`src/pts_pkg.sv`:
```
// ----------------------------------------------------------------------------
// pts_pkg
// Shared types and constants for the priority task scheduler.
// ----------------------------------------------------------------------------
package pts_pkg;

  localparam int NUM_TASKS = 8;
  localparam int SLOT_W    = $clog2(NUM_TASKS);
  localparam int IDX_EXT_W = (SLOT_W > 3) ? SLOT_W : 3;

  typedef enum logic [2:0] {
    OP_TICK   = 3'd0,
    OP_CREATE = 3'd1,
    OP_START  = 3'd2,
    OP_DELAY  = 3'd3,
    OP_SLEEP  = 3'd4,
    OP_WAKE   = 3'd5,
    OP_EXIT   = 3'd6
  } opcode_t;

  typedef enum logic [2:0] {
    RC_OK   = 3'd0,
    RC_PAR  = 3'd1,
    RC_ID   = 3'd2,
    RC_OBJ  = 3'd3,
    RC_FULL = 3'd4
  } rc_t;

  typedef enum logic [2:0] {
    ST_DORMANT = 3'd0,
    ST_READY   = 3'd1,
    ST_RUNNING = 3'd2,
    ST_DELAY   = 3'd3,
    ST_SLEEP   = 3'd4,
    ST_EXITED  = 3'd5
  } task_st_t;

  typedef enum logic [1:0] {
    ACT_NONE    = 2'd0,
    ACT_CREATE  = 2'd1,
    ACT_RESCHED = 2'd2
  } act_t;

  typedef struct packed {
    logic load;
    logic decode;
    logic create_step;
    logic tick_start;
    logic scan_step;
    logic dispatch;
    logic out_load;
  } ctl_cmd_t;

  typedef struct packed {
    act_t act;
    logic create_done;
    logic scan_done;
  } dp_stat_t;

endpackage

```
`src/priority_task_scheduler_unit.sv`:
```
// ----------------------------------------------------------------------------
// priority_task_scheduler_unit
// Fixed-priority preemptive scheduler for pts_pkg::NUM_TASKS task slots.
//
// Input channel (in_valid/in_stall) carries one command beat: opcode, slot,
// priority and signed delay. Result channel (out_valid/out_stall) returns one
// beat per command: status, created slot and the running task afterwards.
// Commands are handled one at a time; in_stall is high from acceptance until
// the result is written to the output register.
// Start, wake, exit and rejected commands pass through decode straight to the
// result; create also checks one slot per cycle while looking for a free
// slot; tick, delay and sleep run the tick step, the dispatch scan that visits
// one slot per cycle, and dispatch before the result.
// A new command is taken while the previous result still waits in the output
// register; a held result blocks only the delivery of the next one.
// Reset clears the tick counter, marks all slots free and dormant and leaves
// no task running. A stalled result holds steady until taken.
// ----------------------------------------------------------------------------
module priority_task_scheduler_unit (
  input  logic               clk,
  input  logic               rst_n,
  input  logic               in_valid,
  output logic               in_stall,
  input  logic [2:0]         in_opcode,
  input  logic [2:0]         in_task_index,
  input  logic [7:0]         in_priority_req,
  input  logic signed [31:0] in_delay_ticks,
  output logic               out_valid,
  input  logic               out_stall,
  output logic [2:0]         out_status,
  output logic [2:0]         out_created_task,
  output logic               out_running_valid,
  output logic [2:0]         out_running_task
);

  pts_pkg::ctl_cmd_t cmd;
  pts_pkg::dp_stat_t stat;

  pts_ctrl u_ctrl (
    .clk       (clk),
    .rst_n     (rst_n),
    .in_valid  (in_valid),
    .in_stall  (in_stall),
    .out_valid (out_valid),
    .out_stall (out_stall),
    .stat      (stat),
    .cmd       (cmd)
  );

  pts_datapath u_dp (
    .clk               (clk),
    .rst_n             (rst_n),
    .cmd               (cmd),
    .stat              (stat),
    .in_opcode         (in_opcode),
    .in_task_index     (in_task_index),
    .in_priority_req   (in_priority_req),
    .in_delay_ticks    (in_delay_ticks),
    .out_status        (out_status),
    .out_created_task  (out_created_task),
    .out_running_valid (out_running_valid),
    .out_running_task  (out_running_task)
  );

endmodule

```
`src/pts_ctrl.sv`:
```
// ----------------------------------------------------------------------------
// pts_ctrl
// Command sequencer: accepts a beat, steps the datapath, delivers the result.
// ----------------------------------------------------------------------------
module pts_ctrl (
  input  logic               clk,
  input  logic               rst_n,
  input  logic               in_valid,
  output logic               in_stall,
  output logic               out_valid,
  input  logic               out_stall,
  input  pts_pkg::dp_stat_t  stat,
  output pts_pkg::ctl_cmd_t  cmd
);

  typedef enum logic [2:0] {
    S_IDLE,
    S_DECODE,
    S_CREATE,
    S_TICK,
    S_SCAN,
    S_DISPATCH,
    S_DONE
  } state_t;

  state_t state_r, state_nxt;
  logic   out_valid_r;

  assign in_stall  = (state_r != S_IDLE);
  assign out_valid = out_valid_r;

  always_comb begin
    cmd             = '0;
    cmd.load        = (state_r == S_IDLE) && in_valid;
    cmd.decode      = (state_r == S_DECODE);
    cmd.create_step = (state_r == S_CREATE);
    cmd.tick_start  = (state_r == S_TICK);
    cmd.scan_step   = (state_r == S_SCAN);
    cmd.dispatch    = (state_r == S_DISPATCH);
    cmd.out_load    = (state_r == S_DONE) && (!out_valid_r || !out_stall);
  end

  always_comb begin
    state_nxt = state_r;
    unique case (state_r)
      S_IDLE: begin
        if (in_valid) state_nxt = S_DECODE;
      end
      S_DECODE: begin
        unique case (stat.act)
          pts_pkg::ACT_CREATE:  state_nxt = S_CREATE;
          pts_pkg::ACT_RESCHED: state_nxt = S_TICK;
          default:              state_nxt = S_DONE;
        endcase
      end
      S_CREATE: begin
        if (stat.create_done) state_nxt = S_DONE;
      end
      S_TICK: state_nxt = S_SCAN;
      S_SCAN: begin
        if (stat.scan_done) state_nxt = S_DISPATCH;
      end
      S_DISPATCH: state_nxt = S_DONE;
      S_DONE: begin
        if (cmd.out_load) state_nxt = S_IDLE;
      end
      default: state_nxt = S_IDLE;
    endcase
  end

  always_ff @(posedge clk) begin
    if (!rst_n) begin
      state_r     <= S_IDLE;
      out_valid_r <= 1'b0;
    end else begin
      state_r <= state_nxt;
      if (cmd.out_load) begin
        out_valid_r <= 1'b1;
      end else if (!out_stall) begin
        out_valid_r <= 1'b0;
      end
    end
  end

endmodule

```
`src/pts_datapath.sv`:
```
// ----------------------------------------------------------------------------
// pts_datapath
// Task table, tick counter, slot scan and result register.
// ----------------------------------------------------------------------------
module pts_datapath (
  input  logic               clk,
  input  logic               rst_n,
  input  pts_pkg::ctl_cmd_t  cmd,
  output pts_pkg::dp_stat_t  stat,
  input  logic [2:0]         in_opcode,
  input  logic [2:0]         in_task_index,
  input  logic [7:0]         in_priority_req,
  input  logic signed [31:0] in_delay_ticks,
  output logic [2:0]         out_status,
  output logic [2:0]         out_created_task,
  output logic               out_running_valid,
  output logic [2:0]         out_running_task
);

  localparam int SW = pts_pkg::SLOT_W;
  localparam int XW = pts_pkg::IDX_EXT_W;
  localparam int NT = pts_pkg::NUM_TASKS;
  localparam logic [SW-1:0] LAST = SW'(NT - 1);

  // command beat
  logic [2:0]  op_r;
  logic [2:0]  idx_r;
  logic [7:0]  pri_r;
  logic [31:0] dly_r;

  // scheduler state
  logic [63:0]         tick_r;
  logic                in_use_r [NT];
  pts_pkg::task_st_t   stat_r   [NT];
  logic [SW-1:0]       cur_slot_r;
  logic                cur_valid_r;

  // task tables
  logic [7:0]  pri_mem  [NT];
  logic [63:0] wake_mem [NT];
  logic [7:0]  pri_q;
  logic [63:0] wake_q;

  // scan
  logic [SW-1:0] ptr_r;
  logic          rd_act_r;
  logic          eval_vld_r;
  logic [SW-1:0] eval_ptr_r;
  logic [SW-1:0] best_r;
  logic [7:0]    best_pri_r;
  logic          found_r;

  pts_pkg::rc_t rc_r;
  logic [2:0]   created_r;

  // decode
  logic [XW-1:0]     idx_ext;
  logic [SW-1:0]     idx_slot;
  logic              idx_ok;
  pts_pkg::task_st_t idx_st;
  pts_pkg::rc_t      dec_rc;
  pts_pkg::act_t     dec_act;
  logic              dec_idx_ready;
  logic              dec_set_cur;
  pts_pkg::task_st_t dec_cur_st;
  logic              dec_clr_cur;
  logic              dec_wr_wake;

  logic              slot_free;
  pts_pkg::task_st_t eval_st;
  pts_pkg::task_st_t eval_st_nxt;
  logic              eval_take;
  logic [XW-1:0]     ptr_ext;
  logic [XW-1:0]     cur_ext;

  assign idx_ext  = XW'(idx_r);
  assign idx_slot = idx_ext[SW-1:0];
  assign idx_ok   = ({1'b0, idx_ext} < (XW + 1)'(NT)) && in_use_r[idx_slot];
  assign idx_st   = stat_r[idx_slot];
  assign ptr_ext  = XW'(ptr_r);
  assign cur_ext  = XW'(cur_slot_r);

  always_comb begin
    dec_rc        = pts_pkg::RC_OK;
    dec_act       = pts_pkg::ACT_NONE;
    dec_idx_ready = 1'b0;
    dec_set_cur   = 1'b0;
    dec_cur_st    = pts_pkg::ST_READY;
    dec_clr_cur   = 1'b0;
    dec_wr_wake   = 1'b0;
    unique case (op_r)
      pts_pkg::OP_TICK: dec_act = pts_pkg::ACT_RESCHED;
      pts_pkg::OP_CREATE: begin
        dec_rc  = pts_pkg::RC_FULL;
        dec_act = pts_pkg::ACT_CREATE;
      end
      pts_pkg::OP_START: begin
        if (!idx_ok) begin
          dec_rc = pts_pkg::RC_ID;
        end else if (idx_st != pts_pkg::ST_DORMANT && idx_st != pts_pkg::ST_EXITED) begin
          dec_rc = pts_pkg::RC_OBJ;
        end else begin
          dec_idx_ready = 1'b1;
        end
      end
      pts_pkg::OP_DELAY: begin
        if (!cur_valid_r || dly_r[31]) begin
          dec_rc = pts_pkg::RC_PAR;
        end else begin
          dec_wr_wake = 1'b1;
          dec_set_cur = 1'b1;
          dec_cur_st  = pts_pkg::ST_DELAY;
          dec_act     = pts_pkg::ACT_RESCHED;
        end
      end
      pts_pkg::OP_SLEEP: begin
        if (!cur_valid_r) begin
          dec_rc = pts_pkg::RC_PAR;
        end else begin
          dec_set_cur = 1'b1;
          dec_cur_st  = pts_pkg::ST_SLEEP;
          dec_act     = pts_pkg::ACT_RESCHED;
        end
      end
      pts_pkg::OP_WAKE: begin
        if (!idx_ok) begin
          dec_rc = pts_pkg::RC_ID;
        end else if (idx_st == pts_pkg::ST_SLEEP) begin
          dec_idx_ready = 1'b1;
        end
      end
      pts_pkg::OP_EXIT: begin
        if (!cur_valid_r) begin
          dec_rc = pts_pkg::RC_PAR;
        end else begin
          dec_set_cur = 1'b1;
          dec_cur_st  = pts_pkg::ST_EXITED;
          dec_clr_cur = 1'b1;
        end
      end
      default: dec_rc = pts_pkg::RC_PAR;
    endcase
  end

  assign slot_free = !in_use_r[ptr_r];

  // only the current task can be running, so any running task is demoted
  always_comb begin
    eval_st     = stat_r[eval_ptr_r];
    eval_st_nxt = eval_st;
    if (eval_st == pts_pkg::ST_DELAY && tick_r >= wake_q) eval_st_nxt = pts_pkg::ST_READY;
    if (eval_st == pts_pkg::ST_RUNNING) eval_st_nxt = pts_pkg::ST_READY;
    eval_take = (eval_st_nxt == pts_pkg::ST_READY) && (!found_r || pri_q < best_pri_r);
  end

  assign stat.act         = dec_act;
  assign stat.create_done = slot_free || (ptr_r == LAST);
  assign stat.scan_done   = eval_vld_r && (eval_ptr_r == LAST);

  always_ff @(posedge clk) begin
    if (cmd.load) begin
      op_r  <= in_opcode;
      idx_r <= in_task_index;
      pri_r <= in_priority_req;
      dly_r <= in_delay_ticks;
    end
  end

  always_ff @(posedge clk) begin
    if (cmd.create_step && slot_free) pri_mem[ptr_r] <= pri_r;
    pri_q <= pri_mem[ptr_r];
  end

  always_ff @(posedge clk) begin
    if (cmd.decode && dec_wr_wake) wake_mem[cur_slot_r] <= tick_r + {32'd0, dly_r} + 64'd1;
    wake_q <= wake_mem[ptr_r];
  end

  always_ff @(posedge clk) begin
    if (!rst_n) begin
      tick_r      <= '0;
      cur_slot_r  <= '0;
      cur_valid_r <= 1'b0;
      ptr_r       <= '0;
      rd_act_r    <= 1'b0;
      eval_vld_r  <= 1'b0;
      found_r     <= 1'b0;
      for (int i = 0; i < NT; i++) begin
        in_use_r[i] <= 1'b0;
        stat_r[i]   <= pts_pkg::ST_DORMANT;
      end
    end else begin
      eval_vld_r <= cmd.scan_step && rd_act_r;
      eval_ptr_r <= ptr_r;
      if (cmd.decode) begin
        ptr_r     <= '0;
        rc_r      <= dec_rc;
        created_r <= '0;
        if (dec_idx_ready) stat_r[idx_slot] <= pts_pkg::ST_READY;
        if (dec_set_cur) stat_r[cur_slot_r] <= dec_cur_st;
        if (dec_clr_cur) begin
          cur_valid_r <= 1'b0;
          cur_slot_r  <= '0;
        end
      end
      if (cmd.create_step) begin
        if (slot_free) begin
          in_use_r[ptr_r] <= 1'b1;
          stat_r[ptr_r]   <= pts_pkg::ST_DORMANT;
          rc_r            <= pts_pkg::RC_OK;
          created_r       <= ptr_ext[2:0];
        end else if (ptr_r != LAST) begin
          ptr_r <= ptr_r + 1'b1;
        end
      end
      if (cmd.tick_start) begin
        tick_r   <= tick_r + 64'd1;
        ptr_r    <= '0;
        rd_act_r <= 1'b1;
        found_r  <= 1'b0;
      end
      if (cmd.scan_step && rd_act_r) begin
        if (ptr_r == LAST) begin
          rd_act_r <= 1'b0;
        end else begin
          ptr_r <= ptr_r + 1'b1;
        end
      end
      if (eval_vld_r) begin
        stat_r[eval_ptr_r] <= eval_st_nxt;
        if (eval_take) begin
          found_r    <= 1'b1;
          best_r     <= eval_ptr_r;
          best_pri_r <= pri_q;
        end
      end
      if (cmd.dispatch) begin
        if (found_r) begin
          stat_r[best_r] <= pts_pkg::ST_RUNNING;
          cur_slot_r     <= best_r;
          cur_valid_r    <= 1'b1;
        end else begin
          cur_slot_r  <= '0;
          cur_valid_r <= 1'b0;
        end
      end
    end
  end

  always_ff @(posedge clk) begin
    if (cmd.out_load) begin
      out_status        <= rc_r;
      out_created_task  <= created_r;
      out_running_valid <= cur_valid_r;
      out_running_task  <= cur_ext[2:0];
    end
  end

endmodule

```
`config.mk`:
```
export PLATFORM = sky130hd
export DESIGN_NAME = priority_task_scheduler_unit
export DESIGN_NICKNAME = d
export VERILOG_FILES = /design/src/pts_pkg.sv /design/src/priority_task_scheduler_unit.sv /design/src/pts_ctrl.sv /design/src/pts_datapath.sv
export SDC_FILE = /design/constraint.sdc
export NUM_CORES = 1
export LEC_CHECK = 0
export BUFFER_PORTS_ARGS = -buffer_cell sky130_fd_sc_hd__buf_4
export CAP_MARGIN = 20
export CORE_MARGIN = 3
export CORE_UTILIZATION = 67
export CTS_CLUSTER_DIAMETER = 60
export DETAILED_ROUTE_END_ITERATION = 8
export GPL_TIMING_DRIVEN = 0
export HOLD_SLACK_MARGIN = 0.03
export PLACE_DENSITY = 0.84
export SETUP_SLACK_MARGIN = 0.4
export SLEW_MARGIN = 10
export SYNTH_ARGS = -nofsm -noshare
export SYNTH_HDL_FRONTEND = slang
export SYNTH_SLANG_ARGS = --single-unit
```
`constraint.sdc`:
```
create_clock -name clk -period 14.7 [get_ports clk]
set_clock_uncertainty 0.05 [all_clocks]
set_input_delay 3.675 -clock clk [delete_from_list [all_inputs] [get_ports clk]]
set_output_delay 3.675 -clock clk [all_outputs]
set_load 0.02 [all_outputs]
```
Yosys cells after proc, flatten, opt, wreduce, memory -nomap -nowiden

Memory sizes are Yosys's and may differ from the RTL's. A register that Yosys moved wholly into a read port is not among the register bits.
Index checks and enable logic that the tools add are counted.

Add/sub/neg operators: 4
Multipliers: 0
Div/mod/pow operators: 0
Magnitude comparators: 2
Equality and inequality tests: 28
Shift operators: 0
Mux-type cells: 105
Bitwise operators: 3
Reduce and logical (&&, ||, !) cells: 34

Operators by type and width:

| cell                    | count |
|---|---|
| $add A64 B1 Y64 const B | 2 |
| $mux W3                 | 41 |
| $add A64 B32 Y64        | 1 |
| $ge A64 B64 Y1          | 1 |
| $mux W1                 | 52 |
| $eq A3 B3 Y1 const B    | 9 |
| $pmux W3 S7             | 1 |
| $eq A3 B2 Y1 const B    | 6 |
| $pmux W3 S6             | 1 |
| $reduce_or A3 Y1        | 5 |
| $mux W2                 | 5 |
| $eq A3 B1 Y1 const B    | 3 |
| $logic_and A1 B1 Y1     | 9 |
| $pmux W3 S3             | 1 |
| $lt A8 B8 Y1            | 1 |
| $ne A2 B2 Y1 const B    | 4 |
| $pmux W2 S4             | 1 |
| $logic_not A3 Y1        | 2 |
| $ne A3 B3 Y1 const B    | 2 |
| $pmux W3 S2             | 1 |
| $reduce_bool A3 Y1      | 2 |
| $logic_not A1 Y1        | 5 |
| $logic_or A1 B1 Y1      | 4 |
| $pmux W1 S2             | 2 |
| other kinds (13)        | 15 |

Register bits after elaboration: 154
Latch bits: 0
Bits in writable memories: 608
Memory bits (read-only): 0
Word-level logic and storage cells: 202
Memories: 4

Memories:

| memory        | words | bits a word | rd ports | clocked after Yosys merged registers in | write ports | line               | RTL |
|---|---|---|---|---|---|---|---|
| u_dp.wake_mem | 8     | 64          | 1        | 1                                       | 1           | pts_datapath.sv:40 | `logic [63:0] wake_mem [NT];` |
| u_dp.pri_mem  | 8     | 8           | 1        | 1                                       | 1           | pts_datapath.sv:39 | `logic [7:0] pri_mem [NT];` |
| u_dp.stat_r   | 8     | 3           | 2        | 2                                       | 8           | pts_datapath.sv:34 | `pts_pkg::task_st_t stat_r [NT];` |
| u_dp.in_use_r | 8     | 1           | 2        | 2                                       | 8           | pts_datapath.sv:33 | `logic in_use_r [NT];` |

Longest topological paths before layout

Gate-level depths: netlist of the first run.

Depth in word-level cells: 14
Mapped depth: 12
Depth with buffers taken out: 12

By module

A second synthesis of the first run with hierarchy kept.

Cell total of the unflattened synthesis: 2,532
Area, all modules: 34,743.3 um^2

Modules (own cells, without submodules):

| module       | instances | cells an instance | area an instance (um^2) | sequential area each (um^2) |
|---|---|---|---|---|
| pts_datapath | 1         | 2,497             | 34,448.0                | 23,262.3 |
| pts_ctrl     | 1         | 35                | 295.3                   | 80.1 |

Worst setup path before layout of the first run

Ideal clock, no wire load.

Kind: flip-flop to flip-flop
Start: reg u_dp.op_r[2]
End: mem u_dp.wake_mem[0][0] (enable)
Library setup time: 0.565 ns
Arrival: 5.390 ns
Path slack: 8.695 ns
Cell stages (with the launch flop): 5
Period minus slack after synthesis: 6.005 ns
Path through: edfxtp_1 nor3_1 and3_1 nand2b_1 nor3_1

Cells in the longest elaborated chain, start to end: 5

Ends and longest elaborated chain:

| item                          | line                | RTL |
|---|---|---|
| start, declared               | pts_datapath.sv:26  | `logic [2:0] op_r;` |
| start signal, assigned        | pts_datapath.sv:162 | `op_r <= in_opcode;` |
| $eq A3 B2 Y1                  | pts_datapath.sv:91  | `unique case (op_r)` |
| $mux W1                       | pts_datapath.sv:91  |  |
| $logic_and A1 B1 Y1           | pts_datapath.sv:175 | `if (cmd.decode && dec_wr_wake) wake_mem[cur_slot_r] <= tick_r + {32'd0, dly_r} + 64'd1;` |
| $mux W1                       | pts_datapath.sv:175 |  |
| $mux W1 (implied by the code) | pts_datapath.sv:175 |  |
| end, declared                 | pts_datapath.sv:40  |  |

No other way between the ends.

==> results.py, run 1 <==
metrics = {
    "detailed_routing": {
        "vias_per_cell": 6.706,
        "dr.pass1.iters": 8,
        "vias": 21740,
        "wl_per_cell_um": 26.41,
        "drc": 0,
        "drt_iter0_drc": 2704,
        "routed_wl_mm": 85.63,
        "antenna_left": 0,
    },
    "yosys": {
        "yosysUniqueCellTypes": 64,
        "post-synth-top-area-cell": "edfxtp_1",
        "async_reset_ff_share_pct": 0,
        "synth_common_cells": "edfxtp_1 (676), dfxtp_1 (164), mux4_2 (157), nand2_1 (153), ha_1 (107)",
        "ys_seq_elements": 840,
        "synth_ff_type": "edfxtp_1",
        "synth_edf_count": 676,
        "yosysWarnings": 0,
        "avgSynthCellArea_um2": 15.58,
        "yosysSeqAreaShare_pct": 65.91,
        "syn_area_mm2": 0.03578,
        "synth_top_area_share_pct": 56.74,
        "syn-num-nets": 2454,
        "postSynthCellCount": 2296,
        "ys_top_cells_by_area": "edfxtp_1 (57%), mux4_2 (9.9%), dfxtp_1 (9.2%)",
        "yosysMostFrequentCell": "edfxtp_1",
    },
    "pwr": {
        "power_mw": 5.381,
        "ir_drop_uv": 107.2,
        "leakagePower_nw": 14.29,
        "powerDensity_mw_per_mm2": 132.8,
    },
    "floorplan": {
        "ios": 62,
        "start_util_pct": 67.95,
        "die_width_um": 237.1,
        "die-area_mm2": 0.05621,
        "rows": 84,
        "core-area_mm2": 0.05266,
        "die_y_um": 237.1,
    },
    "cts": {
        "postCtsHoldBufs": 0,
        "cts_setup_buffers": 0,
        "h-tree-depth": 3,
        "clk_latency_ns": 0.64,
        "cts_buffers": 83,
        "cts_buffer_depth": 3,
        "cts_resized": 0,
        "cts_root_buffer": "clkbuf_16",
        "clock_sinks": 840,
        "clk_pin_slew_ns": 0.06,
        "cts_tree": "done",
    },
    "finish": {
        "diodes": 0,
        "finalNetCount": 2643,
        "area_growth_syn_to_layout_pct": 13.23,
        "fin_area_mm2": 0.04051,
        "stdcell_count": 3242,
        "drive_gt1_share_pct": 19.93,
    },
    "timing": {
        "tightest_slew_ns": 1.184,
        "fmax_mhz": 162.1,
        "setup_violations": 0,
        "final-max-slew-violation-count": 0,
        "tns_ns": 0,
        "holdWs_ns": 0.3830,
        "finalCritPeriodShare_pct": 41.98,
        "period_minus_slack_ns": 6.170,
        "hold_viol": 0,
        "rsz0062_at_grt": "false",
        "max-slew-margin-rel_pct": 20.34,
    },
    "global_routing": {
        "grt_pass1_wl_mm": 130.3,
        "grt_use_met1_pct": 41.34,
        "antenna_found_initial": 0,
        "grt_util_all_layers_pct": 30.66,
        "use_met2_pct": 50.49,
        "grt_pass1_vias": 22080,
        "grt_max_degree": 50,
        "met3_usage_pct": 5.847,
        "grt.busiest_layer": "met2",
        "overflow": 0,
    },
    "critical_path": {
        "timing.critical_path.fanout_max": 10,
        "crit_arrival_ns": 6.40,
        "critPathRequiredTime_ns": 14.93,
        "cpMaxStageDelayCell": "nand4_1",
        "crit_top_cell": "clkbuf_1",
        "crit_path_max_incr_delay_ns": 0.46,
        "cp_top_family": "simple AND/OR/NAND/NOR gates",
        "cp_cell_sequence": "buf_4 > clkbuf_1 > nor2b_1 > nand4_1 > and3_1 > o21ai_0 > nand2_1 > clkbuf_1 > o211ai_1",
        "cp_num_buf_inv": 3,
        "critPathLaunchType": "input port",
        "critical_path_class": "input port to flop",
        "cp-end-kind": "flop",
    },
    "placement": {
        "placed_cell_area_mm2": 0.03770,
        "gp_congestion": 0.9146,
        "hpwl_mm": 53.65,
        "post-place-cells": 3080,
        "portBuffers": 61,
    },
    "run_status": {
        "status": "finished, final reports clean",
    },
    "worst_hold_path": {
        "hp-class": "flop to flop",
    },
    "job": {
        "cap_violations": 0,
    },
}
-- report_power, final --
part           switching [mW]  internal, mW
clock                   0.902          1.20
combinational           0.327         0.165
sequential             0.0659          2.72
-- worst reg2reg max path: cells and delay by family, from the launching register on --
kind / cells / cell delay [ns]
simple gates: 3 / 0.81
flops: 1 / 0.41
compound gates: 4 / 1.82
xor+xnor: 1 / 0.60
fa+ha+maj: 1 / 0.33
buf+inv: 1 / 0.28
-- stage by stage --
stage / utilization (%) / setup slack (ns)
after detailed placement: 71.61 / 8.086
after global placement: 70.45 / 4.013
after CTS: 76.74 / 8.725
after floorplan: - / 8.695
after global routing: 76.94 / 8.340
final: 76.94 / 8.530
-- cell type report --
class	instances	area, um2
Fill cell	2768	12140
Tap cell	688	860.8
Clock buffer	111	2273
Multi-Input combinational cell	1274	11550
Timing Repair Buffer	104	1101
Sequential cell	840	23580
Buffer	91	369.1
Clock inverter	43	427.9
Inverter	91	341.6
-- metal layers --
layer  vias up  share of wire, %
li1       9259                 -
met1     10910                38
met2      1292                49
met3       278               8.2
met4         0               4.0
met5         -                 0
-- placed cells by master, fill, tap and decap left out, types with 18 or more instances in the layout --
cell / count
clkinv_2: 18
clkbuf_1: 79
buf_1: 21
nand2b_1: 21
a21oi_1: 64
o21ai_0: 49
mux4_2: 157
nor2_1: 78
o41ai_1: 18
nor3_1: 23
o21a_1: 19
ha_1: 107
clkbuf_16: 84
xnor2_1: 88
a211oi_1: 18
and3_1: 19
buf_4: 79
nand3_1: 44
inv_1: 91
and2_1: 69
mux2_2: 80
nand4_1: 42
xor2_1: 42
nand2_1: 153
edfxtp_1: 676
dfxtp_1: 164
-- final timing paths --
| check | start | endpoint | slack [ns] | cells after the start |
|---|---|---|---|---|
| min | u_dp.pri_q[0]$_DFF_P_ | u_dp.best_pri_r[0]$_DFFE_PP_ | 0.38 | 0 |
| max | rst_n | u_dp.stat_r[3][1]$_DFFE_PP_ | 8.53 | 9 |
| min reg2reg | u_dp.pri_q[0]$_DFF_P_ | u_dp.best_pri_r[0]$_DFFE_PP_ | 0.38 | 0 |
| max reg2reg | u_dp.tick_r[9]$_SDFFE_PN0P_ | u_dp.wake_mem[6][36]$_DFFE_PP_ | 10.12 | 10 |
-- flip-flops by register name, summed over array words and instances, names as in the netlist, 8 cells and up, named ones only --
register,flops
u_dp.wake_q,64
u_dp.pri_q,8
u_dp.wake_mem,512
u_dp.tick_r,64
u_dp.stat_r,24
u_dp.in_use_r,8
u_dp.best_pri_r,8
u_dp.dly_r,32
u_dp.pri_r,8
u_dp.pri_mem,64
-- logic make-up after synthesis --
group                      share of synthesized area, %
AOI/OAI and AO/OA                                 4.952
muxes                                             12.71
buffers and inverters                             1.976
DFF                                               65.91
and+or+nand+nor                                   7.473
xor gates and xnor gates                          3.182
adders and majority gates                         3.798
Power figures use the tool's default switching activity.
==> inputs of run 2 (changes only) <==
- CORE_UTILIZATION: 67 -> 63
- PLACE_DENSITY: 0.84 -> 0.8
- clock period: 14.7 -> 6 ns (I/O delays scaled with it)
==> results.py, run 2 (synthesized netlist as in run 1, its figures left out) <==
metrics = {
    "floorplan": {
        "die_y_um": 244.3,
        "ios": 62,
        "die_width_um": 244.3,
        "die-area_mm2": 0.05969,
        "start_util_pct": 64.32,
        "core-area_mm2": 0.05563,
        "rows": 86,
    },
    "finish": {
        "final_core_util_pct": 73.15,
        "finalNetCount": 2639,
        "drive_gt1_share_pct": 19.60,
        "final_cell_mix": "edfxtp_1 (676), dfxtp_1 (164), mux4_2 (157)",
        "layout_commonest_cell": "edfxtp_1",
        "diodes": 0,
        "stdcell_count": 3299,
        "largest_reg_flops": 512,
        "area_growth_syn_to_layout_pct": 13.73,
        "regMostFlops": "u_dp.wake_mem",
        "n_fill_cell": 3274,
    },
    "run_status": {
        "status": "finished, final reports clean",
    },
    "detailed_routing": {
        "routed_wl_mm": 83.07,
        "vias_per_cell": 6.397,
        "vias": 21100,
        "antenna_left": 0,
        "dr.pass1.iters": 6,
        "drt_iter0_drc": 2146,
        "drc": 0,
        "wl_per_cell_um": 25.18,
    },
    "timing": {
        "fmax_mhz": 225.9,
        "tightest_slew_ns": 1.113,
        "max-slew-margin-rel_pct": 25.53,
        "final-max-slew-violation-count": 0,
        "finalCritPeriodShare_pct": 73.77,
        "setup_violations": 0,
        "rsz0062_at_grt": "false",
        "hold_viol": 0,
        "final.setup.worst_slack_ns": 1.574,
        "period_minus_slack_ns": 4.426,
    },
    "pwr": {
        "ir_drop_uv": 325.6,
        "powerDensity_mw_per_mm2": 322.4,
        "switchingPower_mw": 3.173,
        "sw_frac_of_total_pct": 24.19,
        "cellInternalPower_mw": 9.946,
        "seqPwrFrac_pct": 51.9,
        "comb_power_share_pct": 9.2,
        "leakagePower_nw": 14.00,
        "power_mw": 13.12,
        "pwr-share-clk_pct": 38.9,
    },
    "cts": {
        "h-tree-depth": 3,
        "cts_tree": "done",
        "cts_setup_buffers": 0,
        "postCtsHoldBufs": 0,
        "cts_buffers": 83,
        "cts_resized": 0,
        "cts_root_buffer": "clkbuf_16",
        "cts_buffer_depth": 3,
        "clk_latency_ns": 0.64,
        "clk_pin_slew_ns": 0.06,
        "clock_sinks": 840,
    },
    "placement": {
        "pre_cts_ws_ns": 1.474,
        "hpwl_mm": 55.22,
        "post-place-cells": 3137,
        "portBuffers": 61,
        "gp_congestion": 0.9345,
    },
    "critical_path": {
        "cp-end-kind": "flop",
        "cp_cell_sequence": "ha_1 > clkbuf_1 > nand4_1 > nor3_1 > o211ai_1 > a21oi_1 > o21ai_0 > a21oi_1 > nand3_1 > xnor2_1",
        "critPathLaunchType": "flop",
        "crit_path_end": "u_dp.wake_mem[2][36]$_DFFE_PP_",
        "crit_arrival_ns": 4.71,
        "crit_path_max_incr_delay_ns": 0.89,
        "cpMaxStageDelayCell": "a21oi_1",
        "crit_path_start": "u_dp.tick_r[9]$_SDFFE_PN0P_",
        "r2r_slack_ns": 1.57,
        "critPathRequiredTime_ns": 6.28,
        "crit_top_cell": "a21oi_1",
        "timing.critical_path.fanout_max": 9,
        "timing.rr.end": "u_dp.wake_mem[2][36]$_DFFE_PP_",
        "critical_path_class": "flop to flop",
        "rr_worst_depth": 10,
        "r2r_start": "u_dp.tick_r[9]$_SDFFE_PN0P_",
    },
    "global_routing": {
        "grt_util_all_layers_pct": 28.27,
        "grt_pass1_wl_mm": 127.6,
        "grt_pass1_vias": 21600,
        "overflow": 0,
        "grt_max_degree": 50,
        "antenna_found_initial": 0,
    },
    "job": {
        "cap_violations": 0,
    },
    "worst_hold_path": {
        "hp-class": "flop to flop",
        "min_from": "u_dp.pri_q[0]$_DFF_P_",
    },
}
## run 2: cell count changes in the layout (fill, tap and decap cells not counted), sizes merged
cell           previous run  this run
bufinv                    6         5
buf                     134       131
inv                      98       100
clkinvlp                  2         5
clkdlybuf4s18             1         0
clkbuf                  171       167
clkinv                   28        29
## run 2: stage by stage
step | setup TNS, ns | instance area (um2) | hold slack, ns
finish | 0 | 40690 | 0.3753
detailed placement | 0 | 37930 | 0.3651
global placement | -631.41 | 37180 | 0.3589
global route | 0 | 40690 | 0.3880
CTS | 0 | 40620 | 0.3789
floorplan | 0 | 35790 | 0.3495
## run 2: critical path, delay by kind of cell (launching register included)
family	cells	cell delay, ns
AOI/OAI and AO/OA	4	1.78
and+or+nand+nor	3	0.66
xor gates and xnor gates	1	0.63
DFF	1	0.41
adders and majority gates	1	0.32
buffers and inverters	1	0.27
## run 2: how the worst min path moves through the flow
stage / endpoint / slack [ns] / cells after the start
after floorplan: u_dp.best_pri_r[0]$_DFFE_PP_ / 0.35 / 0
after global routing: u_dp.best_pri_r[0]$_DFFE_PP_ / 0.39 / 0
after global placement: u_dp.best_pri_r[0]$_DFFE_PP_ / 0.36 / 0
after detailed placement: u_dp.best_pri_r[0]$_DFFE_PP_ / 0.37 / 0
final: u_dp.best_pri_r[0]$_DFFE_PP_ / 0.38 / 0
after CTS: u_dp.best_pri_r[0]$_DFFE_PP_ / 0.38 / 0
## run 2: area by class of cell
class	instances	area, um2	share of cell area [%]
Sequential cell	840	23580	57.95
Multi-Input combinational cell	1274	11570	28.43
Clock buffer	107	2217	5.448
Timing Repair Buffer	100	1212	2.979
Tap cell	748	935.9	2.300
Clock inverter	48	466.7	1.147
Buffer	91	369.1	0.9070
Inverter	91	341.6	0.8394
## run 2: layer usage
layer / track usage, % / wire length [um] / vias to the layer above
met1: 37.93 / 32580 / 10660
li1: - / - / 9230
met5: 0 / 0 / -
met4: 9.713 / 2495 / 0
met3: 4.035 / 5652 / 190
met2: 48.09 / 42340 / 1025
## run 2: power groups by stage
stage	Sequential [mW]	Clock, mW	Combinational [mW]
finish	6.80	5.10	1.21
global route	6.82	5.36	1.32
CTS	6.80	5.16	1.19
detailed placement	6.92	0	1.18
global placement	6.92	0	1.10
floorplan	6.86	0	0.811
